`config.mk`:
```
export PLATFORM = sky130hd
export DESIGN_NAME = grid_zero_cross_lock_detector_flat
export DESIGN_NICKNAME = d
export VERILOG_FILES = /design/src/gzcl_pkg.sv /design/src/gzcl_if.sv /design/src/grid_zero_cross_lock_detector.sv /design/src/flat_wrapper.sv
export SDC_FILE = /design/constraint.sdc
export NUM_CORES = 1
export LEC_CHECK = 0
export BUFFER_PORTS_ARGS = -buffer_cell sky130_fd_sc_hd__buf_2
export CAP_MARGIN = 20
export CORE_AREA = 2 2 291 293
export DETAILED_ROUTE_END_ITERATION = 8
export DIE_AREA = 0 0 293 295
export PLACE_DENSITY = 0.49
export REMOVE_ABC_BUFFERS = 1
export SYNTH_ARGS = -nofsm -noshare
export SYNTH_HDL_FRONTEND = slang
export SYNTH_SLANG_ARGS = --single-unit
```
`constraint.sdc`:
```
create_clock -name clk -period 4.9 [get_ports clk]
set_input_delay 0.49 -clock clk [delete_from_list [all_inputs] [get_ports clk]]
set_output_delay 0.49 -clock clk [all_outputs]
set_load 0.01 [all_outputs]
```
`src/gzcl_pkg.sv`:
```
// Package for the grid zero-crossing lock detector.
// Holds field widths, register indexes and reset defaults; no dependencies.
`default_nettype none
package gzcl_pkg;

    localparam int LEVEL_W   = 12;
    localparam int PERIOD_W  = 17;
    localparam int TIMEOUT_W = 20;
    localparam int COUNT_W   = 16;
    localparam int TIME_W    = 32;
    localparam int IDX_W     = 3;
    localparam int DATA_W    = 20;

    localparam int DEF_WINDOW      = 5;
    localparam int DEF_SAMPLE_BITS = 12;
    localparam int DEF_MAX_FOLDS   = 8;

    typedef enum logic [IDX_W-1:0] {
        REG_ZERO_LEVEL   = 3'd0,
        REG_CYCLE_PERIOD = 3'd1,
        REG_WINDOW_LOW   = 3'd2,
        REG_WINDOW_HIGH  = 3'd3,
        REG_LOSS_TIMEOUT = 3'd4,
        REG_LOCK_COUNT   = 3'd5
    } cfg_reg_t;

    localparam logic [LEVEL_W-1:0]   RST_ZERO_LEVEL   = 12'd1971;
    localparam logic [PERIOD_W-1:0]  RST_CYCLE_PERIOD = 17'd20000;
    localparam logic [PERIOD_W-1:0]  RST_WINDOW_LOW   = 17'd19500;
    localparam logic [PERIOD_W-1:0]  RST_WINDOW_HIGH  = 17'd20500;
    localparam logic [TIMEOUT_W-1:0] RST_LOSS_TIMEOUT = 20'd100000;
    localparam logic [COUNT_W-1:0]   RST_LOCK_COUNT   = 16'd10000;

endpackage
`default_nettype wire

```
`src/gzcl_if.sv`:
```
// Channel interfaces: sample items in, result items out, register writes.
// Depends on gzcl_pkg.
`default_nettype none
interface gzcl_sample_if #(
    parameter int SAMPLE_BITS = gzcl_pkg::DEF_SAMPLE_BITS
);
    logic                          valid;
    logic                          ready;
    logic [SAMPLE_BITS-1:0]        adc_sample;
    logic [gzcl_pkg::TIME_W-1:0]   sample_time;

    modport source (output valid, output adc_sample, output sample_time, input ready);
    modport sink   (input valid, input adc_sample, input sample_time, output ready);
endinterface

interface gzcl_result_if;
    logic                          valid;
    logic                          ready;
    logic [gzcl_pkg::LEVEL_W-1:0]  filtered_level;
    logic                          edge_accepted;
    logic [gzcl_pkg::PERIOD_W-1:0] edge_interval;
    logic [gzcl_pkg::TIME_W-1:0]   edge_time;
    logic                          grid_locked;

    modport source (output valid, output filtered_level, output edge_accepted,
                    output edge_interval, output edge_time, output grid_locked,
                    input ready);
    modport sink   (input valid, input filtered_level, input edge_accepted,
                    input edge_interval, input edge_time, input grid_locked,
                    output ready);
endinterface

interface gzcl_cfg_if;
    logic                          valid;
    logic                          ready;
    logic [gzcl_pkg::IDX_W-1:0]    index;
    logic [gzcl_pkg::DATA_W-1:0]   data;

    modport source (output valid, output index, output data, input ready);
    modport sink   (input valid, input index, input data, output ready);
endinterface
`default_nettype wire

```
`src/grid_zero_cross_lock_detector.sv`:
```
// Grid zero-crossing lock detector: moving average, rising-crossing detect,
// interval folding and lock tracking under one small sequencer.
// Depends on gzcl_pkg and the interfaces in gzcl_if.sv.
// A sample steps through SUM, MUL, DIV, EDGE; on a rising crossing after a held
//   edge it also goes through FOLD (F subtractions, 0..MAX_FOLDS), then to DONE.
// No new sample is taken until the item leaves DONE; the fold step subtracts the
//   cycle period while the interval is above the high window bound.
// A finished result waits in an output register while the next item is taken.
// Reset (async, active low) clears the window, history, lock and restores
// register defaults; no clearing pass.
`default_nettype none
module grid_zero_cross_lock_detector #(
    parameter int WINDOW      = gzcl_pkg::DEF_WINDOW,
    parameter int SAMPLE_BITS = gzcl_pkg::DEF_SAMPLE_BITS,
    parameter int MAX_FOLDS   = gzcl_pkg::DEF_MAX_FOLDS
) (
    input  wire            clk,
    input  wire            rst_n,
    gzcl_sample_if.sink    samples,
    gzcl_result_if.source  results,
    gzcl_cfg_if.sink       cfg
);

    localparam int SUM_W  = SAMPLE_BITS + $clog2(WINDOW);
    localparam int POS_W  = (WINDOW > 1) ? $clog2(WINDOW) : 1;
    localparam int FOLD_W = $clog2(MAX_FOLDS + 1);
    localparam int PROD_W = 2 * SUM_W + 1;
    localparam int TW     = gzcl_pkg::TIME_W;
    localparam logic [SUM_W:0] RECIP = (SUM_W+1)'((64'd1 << SUM_W) / WINDOW);
    localparam logic [SUM_W-1:0] WIN_C = SUM_W'(WINDOW);
    localparam logic [POS_W-1:0] POS_LAST = POS_W'(WINDOW - 1);
    localparam logic [FOLD_W-1:0] FOLD_CAP = FOLD_W'(MAX_FOLDS);

    typedef enum logic [2:0] {
        ST_IDLE, ST_SUM, ST_MUL, ST_DIV, ST_EDGE, ST_FOLD, ST_DONE
    } state_t;

    // configuration registers
    logic [gzcl_pkg::LEVEL_W-1:0]   zero_level_reg;
    logic [gzcl_pkg::PERIOD_W-1:0]  cycle_period_reg;
    logic [gzcl_pkg::PERIOD_W-1:0]  window_low_reg;
    logic [gzcl_pkg::PERIOD_W-1:0]  window_high_reg;
    logic [gzcl_pkg::TIMEOUT_W-1:0] loss_timeout_reg;
    logic [gzcl_pkg::COUNT_W-1:0]   lock_count_reg;

    assign cfg.ready = 1'b1;

    always_ff @(posedge clk or negedge rst_n)
    begin
        if (!rst_n)
        begin
            zero_level_reg   <= gzcl_pkg::RST_ZERO_LEVEL;
            cycle_period_reg <= gzcl_pkg::RST_CYCLE_PERIOD;
            window_low_reg   <= gzcl_pkg::RST_WINDOW_LOW;
            window_high_reg  <= gzcl_pkg::RST_WINDOW_HIGH;
            loss_timeout_reg <= gzcl_pkg::RST_LOSS_TIMEOUT;
            lock_count_reg   <= gzcl_pkg::RST_LOCK_COUNT;
        end
        else if (cfg.valid)
        begin
            case (cfg.index)
                gzcl_pkg::REG_ZERO_LEVEL:   zero_level_reg   <= cfg.data[gzcl_pkg::LEVEL_W-1:0];
                gzcl_pkg::REG_CYCLE_PERIOD: cycle_period_reg <= cfg.data[gzcl_pkg::PERIOD_W-1:0];
                gzcl_pkg::REG_WINDOW_LOW:   window_low_reg   <= cfg.data[gzcl_pkg::PERIOD_W-1:0];
                gzcl_pkg::REG_WINDOW_HIGH:  window_high_reg  <= cfg.data[gzcl_pkg::PERIOD_W-1:0];
                gzcl_pkg::REG_LOSS_TIMEOUT: loss_timeout_reg <= cfg.data[gzcl_pkg::TIMEOUT_W-1:0];
                gzcl_pkg::REG_LOCK_COUNT:   lock_count_reg   <= cfg.data[gzcl_pkg::COUNT_W-1:0];
                default: ;
            endcase
        end
    end

    // sequencer state and datapath registers
    state_t                         state_reg, state_next;
    logic [SAMPLE_BITS-1:0]         win_reg [WINDOW];
    logic [SAMPLE_BITS-1:0]         win_next [WINDOW];
    logic [SUM_W-1:0]               sum_reg, sum_next;
    logic [POS_W-1:0]               pos_reg, pos_next;
    logic [SAMPLE_BITS-1:0]         sample_reg, sample_next;
    logic [TW-1:0]                  now_reg, now_next;
    logic [TW-1:0]                  itv_reg, itv_next;
    logic [PROD_W-1:0]              prod_reg, prod_next;
    logic [SAMPLE_BITS-1:0]         cur_reg, cur_next;
    logic [SAMPLE_BITS-1:0]         prev_reg, prev_next;
    logic [TW-1:0]                  acc_reg, acc_next;
    logic [FOLD_W-1:0]              nfold_reg, nfold_next;
    logic                           hit_reg, hit_next;
    logic [TW-1:0]                  last_time_reg, last_time_next;
    logic                           seen_reg, seen_next;
    logic [gzcl_pkg::COUNT_W-1:0]   count_reg, count_next;
    logic                           lock_reg, lock_next;
    logic [gzcl_pkg::PERIOD_W-1:0]  held_itv_reg, held_itv_next;
    logic [TW-1:0]                  held_time_reg, held_time_next;
    // output register
    logic                           ovalid_reg, ovalid_next;
    logic [gzcl_pkg::LEVEL_W-1:0]   olevel_reg, olevel_next;
    logic                           ohit_reg, ohit_next;
    logic [gzcl_pkg::PERIOD_W-1:0]  oitv_reg, oitv_next;
    logic [TW-1:0]                  otime_reg, otime_next;
    logic                           olock_reg, olock_next;

    logic [SUM_W-1:0]               q_est;
    logic [SUM_W-1:0]               q_rem;
    logic                           rising;
    logic [gzcl_pkg::COUNT_W-1:0]   count_inc;

    assign samples.ready          = (state_reg == ST_IDLE);
    assign results.valid          = ovalid_reg;
    assign results.filtered_level = olevel_reg;
    assign results.edge_accepted  = ohit_reg;
    assign results.edge_interval  = oitv_reg;
    assign results.edge_time      = otime_reg;
    assign results.grid_locked    = olock_reg;

    // reciprocal estimate is at most one low; one compare fixes it
    assign q_est  = SUM_W'(prod_reg >> SUM_W);
    assign q_rem  = sum_reg - SUM_W'(q_est * WIN_C);
    assign rising = (TW'(prev_reg) <= TW'(zero_level_reg))
                 && (TW'(cur_reg) > TW'(zero_level_reg));
    assign count_inc = count_reg + 1'b1;

    always_comb
    begin
        state_next     = state_reg;
        win_next       = win_reg;
        sum_next       = sum_reg;
        pos_next       = pos_reg;
        sample_next    = sample_reg;
        now_next       = now_reg;
        itv_next       = itv_reg;
        prod_next      = prod_reg;
        cur_next       = cur_reg;
        prev_next      = prev_reg;
        acc_next       = acc_reg;
        nfold_next     = nfold_reg;
        hit_next       = hit_reg;
        last_time_next = last_time_reg;
        seen_next      = seen_reg;
        count_next     = count_reg;
        lock_next      = lock_reg;
        held_itv_next  = held_itv_reg;
        held_time_next = held_time_reg;
        ovalid_next    = ovalid_reg;
        olevel_next    = olevel_reg;
        ohit_next      = ohit_reg;
        oitv_next      = oitv_reg;
        otime_next     = otime_reg;
        olock_next     = olock_reg;

        if (ovalid_reg && results.ready)
        begin
            ovalid_next = 1'b0;
        end

        case (state_reg)
            ST_IDLE:
            begin
                if (samples.valid)
                begin
                    sample_next = samples.adc_sample;
                    now_next    = samples.sample_time;
                    state_next  = ST_SUM;
                end
            end
            ST_SUM:
            begin
                sum_next = sum_reg - SUM_W'(win_reg[pos_reg]) + SUM_W'(sample_reg);
                win_next[pos_reg] = sample_reg;
                pos_next = (pos_reg == POS_LAST) ? '0 : pos_reg + 1'b1;
                itv_next = now_reg - last_time_reg;
                hit_next = 1'b0;
                state_next = ST_MUL;
            end
            ST_MUL:
            begin
                prod_next = PROD_W'(sum_reg * RECIP);
                // loss of grid is judged before edge detection
                if (seen_reg && (itv_reg > TW'(loss_timeout_reg)))
                begin
                    lock_next  = 1'b0;
                    count_next = '0;
                    seen_next  = 1'b0;
                end
                state_next = ST_DIV;
            end
            ST_DIV:
            begin
                cur_next   = SAMPLE_BITS'((q_rem >= WIN_C) ? q_est + 1'b1 : q_est);
                state_next = ST_EDGE;
            end
            ST_EDGE:
            begin
                prev_next  = cur_reg;
                state_next = ST_DONE;
                if (rising)
                begin
                    if (!seen_reg)
                    begin
                        last_time_next = now_reg;
                        seen_next      = 1'b1;
                    end
                    else
                    begin
                        acc_next   = itv_reg;
                        nfold_next = '0;
                        state_next = ST_FOLD;
                    end
                end
            end
            ST_FOLD:
            begin
                if (acc_reg > TW'(window_high_reg))
                begin
                    if ((nfold_reg == FOLD_CAP) || (acc_reg < TW'(cycle_period_reg)))
                    begin
                        state_next = ST_DONE;
                    end
                    else
                    begin
                        acc_next   = acc_reg - TW'(cycle_period_reg);
                        nfold_next = nfold_reg + 1'b1;
                    end
                end
                else
                begin
                    state_next = ST_DONE;
                    if (acc_reg >= TW'(window_low_reg))
                    begin
                        hit_next       = 1'b1;
                        held_itv_next  = acc_reg[gzcl_pkg::PERIOD_W-1:0];
                        held_time_next = now_reg;
                        last_time_next = now_reg;
                        if (count_reg < lock_count_reg)
                        begin
                            count_next = count_inc;
                            if (count_inc == lock_count_reg)
                            begin
                                lock_next = 1'b1;
                            end
                        end
                    end
                end
            end
            ST_DONE:
            begin
                if (!ovalid_reg || results.ready)
                begin
                    ovalid_next = 1'b1;
                    olevel_next = gzcl_pkg::LEVEL_W'(cur_reg);
                    ohit_next   = hit_reg;
                    oitv_next   = held_itv_reg;
                    otime_next  = held_time_reg;
                    olock_next  = lock_reg;
                    state_next  = ST_IDLE;
                end
            end
            default:
            begin
                state_next = ST_IDLE;
            end
        endcase
    end

    always_ff @(posedge clk or negedge rst_n)
    begin
        if (!rst_n)
        begin
            state_reg     <= ST_IDLE;
            for (int i = 0; i < WINDOW; i++)
            begin
                win_reg[i] <= '0;
            end
            sum_reg       <= '0;
            pos_reg       <= '0;
            prev_reg      <= '0;
            hit_reg       <= 1'b0;
            last_time_reg <= '0;
            seen_reg      <= 1'b0;
            count_reg     <= '0;
            lock_reg      <= 1'b0;
            held_itv_reg  <= '0;
            held_time_reg <= '0;
            ovalid_reg    <= 1'b0;
        end
        else
        begin
            state_reg     <= state_next;
            win_reg       <= win_next;
            sum_reg       <= sum_next;
            pos_reg       <= pos_next;
            prev_reg      <= prev_next;
            hit_reg       <= hit_next;
            last_time_reg <= last_time_next;
            seen_reg      <= seen_next;
            count_reg     <= count_next;
            lock_reg      <= lock_next;
            held_itv_reg  <= held_itv_next;
            held_time_reg <= held_time_next;
            ovalid_reg    <= ovalid_next;
        end
    end

    always_ff @(posedge clk)
    begin
        sample_reg <= sample_next;
        now_reg    <= now_next;
        itv_reg    <= itv_next;
        prod_reg   <= prod_next;
        cur_reg    <= cur_next;
        acc_reg    <= acc_next;
        nfold_reg  <= nfold_next;
        olevel_reg <= olevel_next;
        ohit_reg   <= ohit_next;
        oitv_reg   <= oitv_next;
        otime_reg  <= otime_next;
        olock_reg  <= olock_next;
    end

`ifndef SYNTHESIS
    a_lock_needs_edge: assert property (@(posedge clk) disable iff (!rst_n)
        lock_reg |-> seen_reg)
        else $error("lock set without a held edge time");

    a_fold_bound: assert property (@(posedge clk) disable iff (!rst_n)
        (state_reg == ST_FOLD) |-> (seen_reg && (nfold_reg <= FOLD_CAP)))
        else $error("fold step outside its bounds");

    a_pos_range: assert property (@(posedge clk) disable iff (!rst_n)
        pos_reg <= POS_LAST)
        else $error("window position out of range");

    a_done_loads: assert property (@(posedge clk) disable iff (!rst_n)
        ((state_reg == ST_DONE) && (!ovalid_reg || results.ready))
            |=> (ovalid_reg && (state_reg == ST_IDLE)))
        else $error("finished item not moved to output register");
`endif

endmodule
`default_nettype wire

```
`src/flat_wrapper.sv`:
```
// flat-port wrapper written by rule: the top's interface ports become plain ports
module grid_zero_cross_lock_detector_flat 
#(
    parameter int WINDOW      = gzcl_pkg::DEF_WINDOW,
    parameter int SAMPLE_BITS = gzcl_pkg::DEF_SAMPLE_BITS,
    parameter int MAX_FOLDS   = gzcl_pkg::DEF_MAX_FOLDS
)
  (clk, rst_n, samples_valid, samples_adc_sample, samples_sample_time, samples_ready, results_valid, results_filtered_level, results_edge_accepted, results_edge_interval, results_edge_time, results_grid_locked, results_ready, cfg_valid, cfg_index, cfg_data, cfg_ready);
  gzcl_sample_if #(.SAMPLE_BITS(SAMPLE_BITS)) samples_i ();
  gzcl_result_if results_i ();
  gzcl_cfg_if cfg_i ();
  input  wire clk;
  input  wire rst_n;
  input wire logic [$bits(samples_i.valid)-1:0] samples_valid;
  input wire logic [$bits(samples_i.adc_sample)-1:0] samples_adc_sample;
  input wire logic [$bits(samples_i.sample_time)-1:0] samples_sample_time;
  output wire logic [$bits(samples_i.ready)-1:0] samples_ready;
  output wire logic [$bits(results_i.valid)-1:0] results_valid;
  output wire logic [$bits(results_i.filtered_level)-1:0] results_filtered_level;
  output wire logic [$bits(results_i.edge_accepted)-1:0] results_edge_accepted;
  output wire logic [$bits(results_i.edge_interval)-1:0] results_edge_interval;
  output wire logic [$bits(results_i.edge_time)-1:0] results_edge_time;
  output wire logic [$bits(results_i.grid_locked)-1:0] results_grid_locked;
  input wire logic [$bits(results_i.ready)-1:0] results_ready;
  input wire logic [$bits(cfg_i.valid)-1:0] cfg_valid;
  input wire logic [$bits(cfg_i.index)-1:0] cfg_index;
  input wire logic [$bits(cfg_i.data)-1:0] cfg_data;
  output wire logic [$bits(cfg_i.ready)-1:0] cfg_ready;
  assign samples_i.valid = samples_valid;
  assign samples_i.adc_sample = samples_adc_sample;
  assign samples_i.sample_time = samples_sample_time;
  assign samples_ready = samples_i.ready;
  assign results_valid = results_i.valid;
  assign results_filtered_level = results_i.filtered_level;
  assign results_edge_accepted = results_i.edge_accepted;
  assign results_edge_interval = results_i.edge_interval;
  assign results_edge_time = results_i.edge_time;
  assign results_grid_locked = results_i.grid_locked;
  assign results_i.ready = results_ready;
  assign cfg_i.valid = cfg_valid;
  assign cfg_i.index = cfg_index;
  assign cfg_i.data = cfg_data;
  assign cfg_ready = cfg_i.ready;
  grid_zero_cross_lock_detector #(.WINDOW(WINDOW), .SAMPLE_BITS(SAMPLE_BITS), .MAX_FOLDS(MAX_FOLDS)) u_core (.clk(clk), .rst_n(rst_n), .samples(samples_i), .results(results_i), .cfg(cfg_i));
endmodule
```
-- Word level (Yosys, flattened, before mapping)
Index checks and enable logic that the tools add are counted.
- register bits after elaboration: 508
- word-level logic and storage cells: 163
- input port bits: 72
- output and inout bits: 66
- reductions and logical operators: 29
- add/sub/neg operators: 9
- $lt $le $gt $ge: 10
- equality and inequality tests: 27
- bitwise logic cells: 2
- multiply operators: 2
- muxes and demuxes: 49
- operators by type and width (cell ; number):
    2-to-1 mux 32 bit ; 8
    case mux 32 bit (2 select lines) ; 2
    2-to-1 mux 16 bit ; 4
    bitwise mux 60 bit ; 1
    2-to-1 mux 12 bit ; 4
    binary-select mux 12 bit (select 3 bit) ; 1
    demux 12 bit (select 3 bit) ; 1
    >= comparator 32 x 17 -> 1 bit ; 1
    greater-than comparator 32 x 17 -> 1 bit ; 1
    greater-than comparator 32 x 20 -> 1 bit ; 1
    < comparator 32 x 17 -> 1 bit ; 1
    case mux 16 bit (2 select lines) ; 1
    subtractor 32 x 17 -> 32 bit ; 1
    subtractor 32 bit ; 1
    multiplier 15 x 13 -> 28 bit, second input constant ; 1
    case mux 3 bit (7 select lines) ; 1
    equality test 3 bit, second input constant ; 6
    2-to-1 mux 3 bit ; 6
    adder 16 x 1 -> 16 bit, second input constant ; 1
    equality test 16 bit ; 1
    < comparator 16 bit ; 1
    2-to-1 mux 4 bit ; 4
    != test 2 x 1 -> 1 bit, second input constant ; 8
    AND reduction 2 bit ; 8
    other kinds (31) ; 63

-- Longest topological paths before layout
Gate-level depths: netlist of run 1.
- depth in word-level cells: 7
- gate-level depth with buffers: 20
- mapped depth without buffers: 19

-- Worst setup path before layout of run 1
Ideal clock, no wire load.
- path type: register to register
- start: register u_core.sum_reg[1]
- end: register u_core.prod_reg[27], data pin
- buffers on the path: 0
- cell stages (with the launch flop): 19
- clock period less this slack: 5.110 ns
- required time: 4.640 ns
- path slack: -0.210 ns
- setup time: 0.260 ns
- arrival: 4.850 ns
- cells stage by stage: dfrtp_1 -> ha_1 -> xor2_1 -> ha_1 -> fa_1 -> fa_1 -> inv_1 -> fa_1 -> inv_1 -> ha_1 -> or4_1 -> a221oi_1 -> o21ai_0 -> a31oi_1 -> o32ai_1 -> o211a_1 -> o21a_1 -> nor2_1 -> xnor2_1
- word-level cells in the longest chain between the ends: 1
- RTL lines (element ; line ; text):
    from (decl) ; grid_zero_cross_lock_detector.sv:77 ; logic [SUM_W-1:0] sum_reg, sum_next;
    from (signal assigned) ; grid_zero_cross_lock_detector.sv:289 ; sum_reg <= sum_next;
    multiplier 15 x 13 -> 28 bit ; grid_zero_cross_lock_detector.sv:176 ; prod_next = PROD_W'(sum_reg * RECIP);
    to (signal assigned) ; grid_zero_cross_lock_detector.sv:308 ; prod_reg <= prod_next;
    to (decl) ; grid_zero_cross_lock_detector.sv:82 ; logic [PROD_W-1:0] prod_reg, prod_next;
Every way passes these cells.
A chain may end at the register's enable or synchronous reset.

-- Final worst setup path of run 1
Same ends and word-level chain as after synthesis.

==> results of run 1 <==
## routing by layer
layer / track usage (%) / vias to the layer above
met5: 0 / -
met4: 4.690 / 0
met3: 2.346 / 102
met2: 27.74 / 311
met1: 23.12 / 9726
li1: - / 9852
## worst max-delay path: stages (launching register included)
cell,delay [ns]
dfrtp_2,0.44
ha_4,0.24
xor2_2,0.17
ha_1,0.31
fa_1,0.47
fa_1,0.51
inv_2,0.04
fa_1,0.47
inv_1,0.05
ha_2,0.18
or4_4,0.53
a221oi_2,0.22
o21ai_2,0.12
a31oi_4,0.17
o32ai_2,0.11
o211a_1,0.24
o21a_1,0.21
nor2_2,0.12
xnor2_1,0.09
## area by class of cell
type	count	share of cell area, %
Clock buffer	79	5.014
Tap cell	1080	4.000
Inverter	343	3.811
Clock inverter	29	0.9444
Multi-Input combinational cell	1815	42.01
Sequential cell	493	39.61
Timing Repair Buffer	239	4.611
## path summary, 6_finish.rpt
kind | startpoint | end
setup reg to reg | u_core.sum_reg[1] | u_core.prod_reg[27]
max in group asynchronous | rst_n | u_core.sum_reg[1]
hold / removal | samples_sample_time[24] | u_core.now_reg[24]
min in group asynchronous | rst_n | u_core.lock_count_reg[1]
hold reg to reg | u_core.held_itv_reg[7] | u_core.results.edge_interval[7]
setup / recovery | u_core.sum_reg[1] | u_core.prod_reg[27]
## placed cells by master (no fill, tap or decap), types with 34 or more instances in the layout
master,n
a21o_1,49
a21oi_1,77
buf_2,135
buf_4,78
clkbuf_16,61
dfrtp_1,258
dfstp_2,34
edfxtp_1,200
fa_1,75
ha_1,284
inv_1,342
mux2_2,86
nand2_1,381
nand3_1,50
nor2_1,80
o21ai_0,226
xnor2_1,77
xor2_1,53
## metrics by stage
stage / cells / instance area (um2) / util [%] / setup slack (ns)
after floorplan: 2651 / 28680 / - / -0.8288
after detailed placement: 3939 / 31330 / 37.67 / -0.5522
after CTS: 4072 / 33670 / 40.49 / -0.06229
after global placement: 3938 / 31310 / 37.66 / -0.4806
final: 4078 / 33780 / 40.63 / -0.04916
after global routing: 4078 / 33780 / 40.63 / -0.2177
## what timing repair did
action                                 4_1_cts  5_1_grt
endpoints found under the hold margin       47        0
setup buffers                                5        4
hold buffers                                20        0
cloned                                       0        0
gates resized for setup                     19       12
pin swaps                                   19        8
setup endpoints to repair                   10        9
## cell families (layout without fill, tap and decap cells)
logic type / Yosys count / count (layout) / share of synthesized area (%)
XOR/XNOR: 132 / 132 / 4.035
AO/OA/AOI/OAI: 509 / 509 / 10.78
adder cells (fa/ha/maj): 366 / 366 / 17.74
other: 1 / 1 / 0.01293
multiplexers: 105 / 105 / 4.523
buffers and inverters: 420 / 690 / 5.520
AND/OR/NAND/NOR: 702 / 702 / 11.24
flip-flops: 493 / 493 / 46.15
==> flow_summary_export.csv, run 1 <==
group,metric,value,unit
status,status,"finished, violations left",
status,failed_checks,"negative setup slack",
timing,min_period,4.949,ns
logic_synthesis,synth.avg_cell_area,10.63,um2
job,cap_violations,0,
detailed_routing,drc,0,
timing,clock_skew,0.03176,ns
logic_synthesis,yosysTopAreaCell,"dfrtp_1",
logic_synthesis,ys_async_sr_fraction,59.43,%
detailed_routing,wl_per_cell,17.66,um
worst_setup_path,crit_required,5.25,ns
timing,maxSlewViolCount,0,
finish,drive_gt1_share,16.44,%
min_path,hold_class,"input port to flip-flop",
detailed_routing,wl_met2,33510,um
finish,area_delta_synth_final,16.53,%
timing,slew-limit-headroom,28.62,%
finish,ff_latch_area,13380,um2
logic_synthesis,ys.flop_type,"dfrtp_1",
worst_setup_path,regToRegSetupSlack,-0.05,ns
floorplan,initial_core_util,34.87,%
grt,grt_pass1_vias,20640,
detailed_routing,dr.pass1.iters,5,
logic_synthesis,synth.area.top_cells,"dfrtp_1 (22%), edfxtp_1 (21%), ha_1 (13%), fa_1 (5.2%), nand2_1 (5.0%)",
logic_synthesis,ys_types,77,
timing,fmax,202.1,MHz
logic_synthesis,synthTopCellsByCount,"nand2_1 (384), inv_1 (343), ha_1 (291)",
timing,finalCritPeriodShare,101.0,%
worst_setup_path,endpoint_kind,"flip-flop",
logic_synthesis,synth_top_area_share,22.35,%
floorplan,coreArea,83160,um2
worst_setup_path,worstRegToRegCells,18,
finish,diodes,0,
detailed_routing,routed_via_density,4.902,
worst_setup_path,setup.worst_path.class,"flip-flop to flip-flop",
grt,antenna_found_initial,0,
detailed_routing,top_layer,"met4",
cts,clkSinkCount,493,
logic_synthesis,ys_warn_count,0,
placed_design,gp_congestion,0.8400,
logic_synthesis,synth_edf_count,200,
logic_synthesis,synth_seq_area_share,46.15,%
timing,fin_setup_tns,-0.04916,ns
logic_synthesis,synthCells,2728,
worst_setup_path,arrival,5.29,ns
floorplan,pin_count,138,
finish,nets,3387,
placed_design,port_buffers,136,
cts,clk_pin_slew,0.06,ns
detailed_routing,drtIter0Drc,1069,
floorplan,dieArea,86440,um2
detailed_routing,dr_wl_met3,2694,um
detailed_routing,wl_met1,33970,um
finish,fillerInstances,8058,
cts,htreeDepth,2,
detailed_routing,drtAntennaViolNets,0,
cts,cts_buffers,57,
placed_design,dp_hpwl,53400,um
min_path,hold_depth,1,
grt,grt_pass1_wl,114600,um
grt,grt_use_total,16.81,%
finish,multi_input_area,14190,um2
cts,cts_buffer_depth,3,
logic_synthesis,synth-seq-cells,493,
timing,rsz0062_at_grt,"yes",
cts,clockRootBuffer,"clkbuf_16",
finish,largest_register_ff_count,60,
timing,finalSetupViolations,1,
floorplan,die_h,295,um
timing,tightest_slew,1.065,ns
floorplan,num_rows,106,
grt,overflow,0,
cts,insertion_delay,0.63,ns
grt,grt_max_degree,143,
logic_synthesis,netlist_area,28990,um2
timing,setup_slack,-0.04916,ns
worst_setup_path,cp-start-kind,"flip-flop",
floorplan,dieWidth,293,um
timing,hold_viol,0,
timing,whs,0.04845,ns
detailed_routing,wl,72020,um
worst_setup_path,cp_max_fo,4,
cts,cts_tree,"yes",
detailed_routing,vias,19990,
logic_synthesis,yosysMostFrequentCell,"nand2_1",
Power of run 1 is left out: the tool's default activity adds up to more than one toggle a clock period on the data nets, which glitch-free logic cannot reach.
==> run 2: changes to the inputs <==
--- a/config.mk
+++ b/config.mk
@@ -7,9 +7,9 @@
 export LEC_CHECK = 0
+export ABC_AREA = 1
 export BUFFER_PORTS_ARGS = -buffer_cell sky130_fd_sc_hd__buf_2
 export CAP_MARGIN = 20
-export CORE_AREA = 2 2 291 293
+export CORE_AREA = 2 2 297 299
 export DETAILED_ROUTE_END_ITERATION = 8
-export DIE_AREA = 0 0 293 295
+export DIE_AREA = 0 0 299 301
 export PLACE_DENSITY = 0.49
-export REMOVE_ABC_BUFFERS = 1
 export SYNTH_ARGS = -nofsm -noshare
--- a/constraint.sdc
+++ b/constraint.sdc
@@ -3,2 +3,2 @@
 set_output_delay 0.49 -clock clk [all_outputs]
-set_load 0.01 [all_outputs]
+set_load 0.05 [all_outputs]
==> flow_summary_export.csv, run 2 <==
group,metric,value,unit
status,status,"completed",
timing,slew-limit-headroom,27.99,%
cts,htreeDepth,2,
worst_setup_path,worstRegToRegCells,16,
floorplan,initial_core_util,34.75,%
floorplan,coreArea,86480,um2
grt,overflow,0,
floorplan,die_h,301,um
timing,clock_skew,0.04078,ns
placed_design,gp_congestion,0.8845,
cts,cts_buffer_depth,3,
logic_synthesis,ys_warn_count,0,
detailed_routing,drtAntennaViolNets,0,
worst_setup_path,cp-start-kind,"flip-flop",
detailed_routing,wl,81200,um
timing,finalSetupViolations,0,
cts,clk_pin_slew,0.06,ns
worst_setup_path,endpoint_kind,"flip-flop",
grt,grt_use_total,18.21,%
placed_design,placed_cells_incl_taps,4667,
floorplan,pin_count,138,
logic_synthesis,synth-seq-cells,493,
finish,area_delta_synth_final,16.07,%
min_path,hold_class,"input port to flip-flop",
timing,fin_setup_tns,0,ns
cts,cts_buffers,61,
worst_setup_path,r2r-start,"u_core.sum_reg[6]",
cts,cts_setup_buffers,0,
logic_synthesis,synthTopCellsByCount,"nand2_1 (905), inv_1 (490), ha_1 (291)",
floorplan,num_rows,108,
logic_synthesis,ys.flop_type,"dfrtp_1",
min_path,hold_start,"samples_adc_sample[2]",
grt,grt_pass1_vias,22880,
logic_synthesis,synth.area.top_cells,"dfrtp_1 (22%), edfxtp_1 (20%), ha_1 (12%), nand2_1 (11%), inv_1 (6.1%)",
logic_synthesis,ys_types,55,
placed_design,dp_hpwl,60340,um
cts,cts_tree,"yes",
worst_setup_path,cp_cell_sequence,"ha_1 -> fa_1 -> inv_1 -> fa_1 -> inv_1 -> fa_1 -> inv_1 -> fa_1 -> inv_1 -> ha_1 -> nand2_1 -> nor4_4 -> nand4_1 -> nand3_1 -> a31oi_1 -> xor2_1",
grt,grt_pass1_wl,129500,um
detailed_routing,wl_per_cell,16.82,um
logic_synthesis,yosysTopAreaCell,"dfrtp_1",
detailed_routing,dr.pass1.iters,7,
finish,stdcell_count,4827,
timing,tightest_slew,1.076,ns
worst_setup_path,max_stage_delay,0.53,ns
logic_synthesis,netlist_area,30050,um2
detailed_routing,drc,0,
logic_synthesis,synth_edf_count,200,
floorplan,dieArea,90000,um2
worst_setup_path,cp_max_fo,4,
finish,fin_util,40.33,%
worst_setup_path,crit_required,5.31,ns
logic_synthesis,synth_seq_area_share,44.53,%
logic_synthesis,synthCells,3407,
timing,maxSlewViolCount,0,
detailed_routing,vias,22990,
logic_synthesis,synth.avg_cell_area,8.820,um2
logic_synthesis,yosysMostFrequentCell,"nand2_1",
logic_synthesis,synth_top_area_share,21.57,%
worst_setup_path,cp_top_family,"adder cells",
timing,fmax,211.2,MHz
min_path,hold_depth,1,
cts,clkSinkCount,493,
finish,drive_gt1_share,9.831,%
timing,min_period,4.734,ns
cts,clockRootBuffer,"clkbuf_16",
worst_setup_path,regToRegSetupSlack,0.17,ns
floorplan,dieWidth,299,um
timing,whs,0.04500,ns
finish,nets,4058,
finish,final_common_cell,"nand2_1",
worst_setup_path,r2r_end,"u_core.prod_reg[25]",
timing,rsz0062_at_grt,"yes",
min_path,hold_end,"u_core.sample_reg[2]",
finish,largest_register_ff_count,60,
grt,antenna_found_initial,1,
worst_setup_path,cp.buffers_inverters,4,
cts,insertion_delay,0.66,ns
worst_setup_path,slowest_stage,"fa_1",
worst_setup_path,setup.worst_path.class,"flip-flop to flip-flop",
placed_design,port_buffers,136,
timing,finalCritPeriodShare,96.62,%
detailed_routing,routed_via_density,4.762,
finish,diodes,0,
finish,layout_common_cells,"nand2_1 (905), inv_1 (490), ha_1 (290), o21ai_0 (268), dfrtp_1 (257)",
timing,hold_viol,0,
job,cap_violations,0,
logic_synthesis,ys_async_sr_fraction,59.43,%
grt,grt_max_degree,112,
logic_synthesis,syn_nets,3845,
worst_setup_path,arrival,5.14,ns
detailed_routing,drtIter0Drc,1375,
==> run 2: worst reg2reg max path, cell delays in order (launching register included) <==
cell and delay (ns):
dfrtp_1 0.40, ha_1 0.36, fa_1 0.52, inv_1 0.06, fa_1 0.53, inv_1 0.05, fa_1 0.53, inv_1 0.06
fa_1 0.53, inv_1 0.04, ha_1 0.36, nand2_1 0.17, nor4_4 0.33, nand4_1 0.12, nand3_1 0.16, a31oi_1 0.12
xor2_1 0.15
==> run 2: metal layers <==
layer  wire length (um)  share of wire [%]  track usage [%]  vias to the layer above
li1                   -                  -                -                    11580
met1              40260                 50            26.43                    10930
met2              36190                 45            29.06                      369
met3               3121                3.8            2.251                      105
met4               1606                2.0            3.988                        2
met5                 14              0.017                0                        -
==> run 2: logic make-up (layout without fill, tap and decap cells) <==
group,Yosys count,count (layout),share of synthesized area (%)
buffers and inverters,573,838,7.316
flip-flops,493,493,44.53
AO/OA/AOI/OAI,519,519,9.465
AND/OR/NAND/NOR,1348,1348,18.40
other,1,1,0.01248
adder cells (fa/ha/maj),366,366,17.11
XOR/XNOR,107,107,3.165
==> run 2: cell type report <==
class | count | area (um2)
tap | 1155 | 1445
sequential | 493 | 13380
multi-input combinational | 2341 | 14530
clock buffer | 76 | 1697
inverter | 498 | 1871
timing repair buffer | 225 | 1534
clock inverter | 39 | 416.7
fill | 8790 | 51600
==> run 2: how the worst max path moves through the flow <==
stage	start	to	slack, ns	depth (start not counted)
6_report	u_core.sum_reg[6]	u_core.prod_reg[25]	0.17	16
5_1_grt	u_core.sum_reg[4]	u_core.prod_reg[25]	-0.05	16
4_1_cts	u_core.sum_reg[4]	u_core.prod_reg[25]	0.11	16
3_5_place_dp	u_core.sum_reg[4]	u_core.prod_reg[25]	0.09	16
3_3_place_gp	u_core.sum_reg[4]	u_core.prod_reg[25]	0.18	16
2_1_floorplan	u_core.sum_reg[11]	u_core.prod_reg[25]	0.37	16
==> run 2: per-stage QoR <==
| step | instance area (um2) | setup WS [ns] |
|---|---|---|
| after detailed placement | 32270 | 0.09348 |
| after floorplan | 30050 | 0.3714 |
| final | 34880 | 0.1657 |
| after global placement | 32240 | 0.1826 |
| after CTS | 34820 | 0.1115 |
| after global routing | 34880 | -0.04559 |
==> run 2: repair_timing <==
| item | 4_1_cts | 5_1_grt |
|---|---|---|
| endpoints found under the setup margin | 0 | 4 |
| hold buffers | 44 | 0 |
| endpoints found under the hold margin | 120 | 0 |
| gates resized for setup | 0 | 8 |
Power of run 2 is left out for the same reason.
